`config.mk`:
```
export PLATFORM = sky130hd
export DESIGN_NAME = sto_mul
export DESIGN_NICKNAME = d
export VERILOG_FILES = /design/src/rtl/sto_pkg.sv /design/src/rtl/sto_mul.sv
export SDC_FILE = /design/constraint.sdc
export NUM_CORES = 1
export LEC_CHECK = 0
export BUFFER_PORTS_ARGS = -buffer_cell sky130_fd_sc_hd__clkbuf_2
export CORE_MARGIN = 2
export CORE_UTILIZATION = 35
export CTS_BUF_LIST = sky130_fd_sc_hd__clkbuf_16
export DETAILED_ROUTE_END_ITERATION = 12
export SLEW_MARGIN = 20
export SYNTH_ARGS = -nofsm -noshare
export SYNTH_HDL_FRONTEND = slang
export SYNTH_SLANG_ARGS = --single-unit
```
`constraint.sdc`:
```
create_clock -name clk_i -period 12.3 [get_ports clk_i]
set_input_delay 2.46 -clock clk_i [delete_from_list [all_inputs] [get_ports clk_i]]
set_output_delay 2.46 -clock clk_i [all_outputs]
set_load 0.02 [all_outputs]
```
`src/rtl/sto_pkg.sv`:
```
package sto_pkg;

  // Configuration port geometry.
  localparam int APB_ADDR_WIDTH = 4;
  localparam int APB_DATA_WIDTH = 32;

  // Each wide multiplier splits its second operand into this many chunks; MUL_LAT
  // is the depth of its register pipeline.
  localparam int MUL_CHUNKS = 4;
  localparam int MUL_LAT    = 3;

  // Register indexes, taken from paddr[3:2].
  typedef enum logic [1:0] {
    RegCenterX = 2'd0,
    RegCenterY = 2'd1,
    RegCenterZ = 2'd2,
    RegRadius  = 2'd3
  } sto_reg_e;

endpackage

```
`src/rtl/sto_mul.sv`:
```
// Signed multiplier in three register stages: partial products of the first
// operand with each chunk of the second, then two pairwise sums, then the total.
module sto_mul #(
  parameter int AW = 16,
  parameter int BW = 16
) (
  input  logic                    clk_i,
  input  logic                    en_i,
  input  logic signed [AW-1:0]    a_i,
  input  logic signed [BW-1:0]    b_i,
  output logic signed [AW+BW-1:0] p_o
);

  localparam int NC   = sto_pkg::MUL_CHUNKS;
  localparam int CB   = (BW + NC - 1) / NC;
  localparam int BPW  = NC * CB;
  localparam int PPW  = AW + CB + 1;
  localparam int SUMW = AW + BPW + 1;

  logic signed [BPW-1:0]    b_ext;
  logic signed [CB:0]       chunk [NC];
  logic signed [PPW-1:0]    pp_q [NC];
  logic signed [SUMW-1:0]   lo_q;
  logic signed [SUMW-1:0]   hi_q;
  logic signed [SUMW-1:0]   full;
  logic signed [AW+BW-1:0]  p_q;

  assign b_ext = BPW'(b_i);

  // Lower chunks are unsigned digits; the top chunk carries the sign.
  always_comb begin
    for (int k = 0; k < NC; k++) begin
      if (k == NC - 1) begin
        chunk[k] = {b_ext[BPW-1], b_ext[k*CB +: CB]};
      end else begin
        chunk[k] = {1'b0, b_ext[k*CB +: CB]};
      end
    end
  end

  assign full = lo_q + (hi_q <<< (2 * CB));

  always_ff @(posedge clk_i) begin
    if (en_i) begin
      for (int k = 0; k < NC; k++) begin
        pp_q[k] <= PPW'(a_i) * PPW'(chunk[k]);
      end
      lo_q <= SUMW'(pp_q[0]) + (SUMW'(pp_q[1]) <<< CB);
      hi_q <= SUMW'(pp_q[2]) + (SUMW'(pp_q[3]) <<< CB);
      p_q  <= full[AW+BW-1:0];
    end
  end

  assign p_o = p_q;

endmodule

```
==> impl_results.md <==
- Status: finished clean
- Sw frac: between 40% and 50%
- Clock Latency Late Sink: 0.44 ns
- CTS sink cnt: approximately 170
- YS warnings: 0
- Switching power: 1.58 mW
- Register area share after synthesis: between 20% and 30%
- Final WS setup: around 6 ns
- Post-synth cell types: 65
- Port Buffers: 65
- Drt initial violations: 584
- Flop pwr share: between 20% and 30%
- Synthesized instance count: approximately 1.8k
- Initial core utilization: 35.5%
- CTS tree: done
- Die span in x: 227 um
- Root Driver: clkbuf_16
- Max-Cap Viols: 0
- Maximum vdd drop: 0.127 mV
- Post-layout min period: 6.37 ns
- Max Clk Rate: 157 MHz
- Crit path top cell by count: fa_1
- Ant. Diodes: 0
- CTS Buffer Depth: 2
- Slew Limit Headroom: about two fifths
- Tot GR Track Use: 14.7%
- Setup Skew: roughly 0.0079 ns
- Final wirelength: 36.0 mm
- Setup slack at placement: roughly 5.5 ns
- Comb pwr share: 56.9%
- Vias in the first global route: 12.2k
- Post-Layout Cell Count: 2476
- CP startpoint kind: input port
- Unrepaired setup endpoints after global routing: false
- CORE AREA: 0.0490 sq mm
- CTS clk-pin slew, worst paths: 0.07 ns
- Synth Area per Inst: roughly 10 sq um
- Critical path class: input port to register
- Post-synth ARST share: 0%
- Crit-path max FO: 16
- First-pass GRT wire length: approximately 60 mm
- GR Overflow Total: 0
- Buf+Inv Stages, Crit Path: 3
- Clock H-tree levels: 4
- Slew @ Worst Pin: 0.895 ns
- Via count: 12.0k
- P_leak: 8.77 nW
- Layout area overhead: 9.50%
- Cell Int Power: between 2 and 2.5 mW
- Initial antenna violation count: 3
- DRT Pass-1 Iters: 5
- DRC Markers: 0
- DR vias/cell: 4.84
- CTS resizes: 0
- Flop-to-flop setup slack: 9.33 ns
- Die H: 227 um
- CP endpoint kind: register
- Nets: 2188
- Clk network pwr share: about 16%
- Pwr dens: approximately 200 mW/mm^2
- Commonest non-fill, non-tap cell in the layout: inv_1
- Routed wire per std cell: approximately 15 um
- Synth Flop Type: edfxtp_1
- Setup Fix Bufs, Post-CTS: 0
- Num rows: 81
- Worst EP arrival: roughly 6.6 ns
- Worst EP required: around 12 ns
- Post-DRT Antenna Nets: 0
- Placed Instances: 2445
- Max-slew violations: 0
- Hold Path Class: register to register
- Total power: 3.85 mW
- Routability-driven placement congestion ratio: 0.818
- Fin crit share: approximately half
- Num CTS Buffers: 17
- Syn Std Cell Area: 0.0174 sq mm
- Syn_nets: 2150
- Largest net degree at the start of global routing: 94
- Cells along the critical path: clkbuf_2 -> nand2_1 -> fa_1 -> fa_1 -> fa_1 -> inv_1 -> ha_1 -> inv_1 -> fa_1 -> nor2b_1 -> o31a_1 -> o211ai_1 -> a21boi_1 -> or2_2 -> o41ai_1 -> a2111oi_0
- Post-synth EDFFs: 165
- Endpoints failing setup: 0
- Slowest stage delay, CP: 0.57 ns
- Fin. Hold Viols: 0
- Most frequent cells in the layout: 259 x inv_1, 219 x ha_1, 193 x and2_1, 165 x edfxtp_1, 135 x fa_1
- Yosys reg bits: 165
- Fin Setup TNS: 0 ns
- Largest delay contributor family on the critical path: adder cells
- Die area: 0.0514 sq mm
- Fraction of layout cells with a size suffix above 1: 6.07%
- CP max-delay cell: fa_1
- I/O pin count: 66
- Hpwl dp: 28.4 mm
- CTS Hold Bufs: 0
==> layout make-up <==
class	instances	area, sq um
tap	664	831
sequential	165	4950
clock inverter	14	235
inverter	259	972
fill	4794	29900
multi-input combinational	1291	11300
clock buffer	17	425
timing repair buffer	66	339
==> cell usage after synthesis (all sizes together), types with 14 or more instances <==
cell type / count / share of area [%]
ha: 219 / 16
nand3: 17 / 0.49
a21o: 48 / 2.1
edfxtp: 165 / 29
xor2: 33 / 1.7
nor2b: 17 / 0.61
and2: 194 / 7.0
nand2: 97 / 2.1
clkbuf: 45 / 0.97
a21oi: 103 / 3.0
o21ai: 60 / 1.7
a211oi: 16 / 0.75
inv: 259 / 5.6
o21a: 20 / 0.86
xnor2: 92 / 4.6
nor2: 79 / 1.7
fa: 135 / 16
and3: 14 / 0.52
a31oi: 17 / 0.61
==> worst reg2reg max path: stages (launching register included) <==
cell and delay, ns:
edfxtp_1 0.37, ha_1 0.25, inv_1 0.08, fa_1 0.21
nor2b_1 0.07, o21ai_0 0.26, o21ai_0 0.23, a31o_2 0.33
o41ai_1 0.47, a41oi_1 0.21, xor2_1 0.21
==> sequential cells by signal (all words and copies together), names as in the netlist <==
signal and cells:
lo_q 26, p_o 32, hi_q 24, pp_q 83
==> cell families after synthesis <==
logic type	Yosys count	synth area share, %
AND/OR/NAND/NOR	479	14.8
multiplexers	1	0.0576
flip-flops	165	28.5
adder cells (fa/ha/maj)	354	31.3
XOR/XNOR	125	6.30
buffers and inverters	306	6.64
AO/OA/AOI/OAI	332	12.3
==> routing by layer <==
metal	vias up	track usage [%]	wire, um
met1	5723	20.6	18400
met3	26	2.05	1160
li1	6048	-	-
met4	0	3.20	423
met5	-	0	0
met2	181	24.0	16100
==> path summary, 6_finish.rpt <==
kind / endpoint / depth (start not counted) / startpoint
min: p_o[0]$_DFFE_PP_ / 0 / lo_q[0]$_DFFE_PP_
min reg2reg: p_o[0]$_DFFE_PP_ / 0 / lo_q[0]$_DFFE_PP_
max: pp_q[3][17]$_DFFE_PP_ / 16 / a_i[2]
max reg2reg: lo_q[24]$_DFFE_PP_ / 10 / pp_q[0][4]$_DFFE_PP_
==> power groups by stage <==
stage / registers [mW] / clock network (mW) / logic (mW)
finish: 1.06 / 0.600 / 2.19
global route: 1.09 / 0.636 / 2.48
CTS: 1.07 / 0.617 / 2.19
detailed placement: 1.08 / 0 / 2.17
global placement: 1.07 / 0 / 2.12
floorplan: 1.10 / 0 / 1.62
==> through the flow <==
stage | utilization [%] | hold slack, ns | instance area (sq um)
floorplan | - | 0.400 | 17400
global placement | 37.5 | 0.402 | 18400
detailed placement | 37.5 | 0.405 | 18400
CTS | 38.8 | 0.421 | 19000
global route | 38.8 | 0.429 | 19000
finish | 38.8 | 0.420 | 19000
Power figures use the tool's default switching activity.
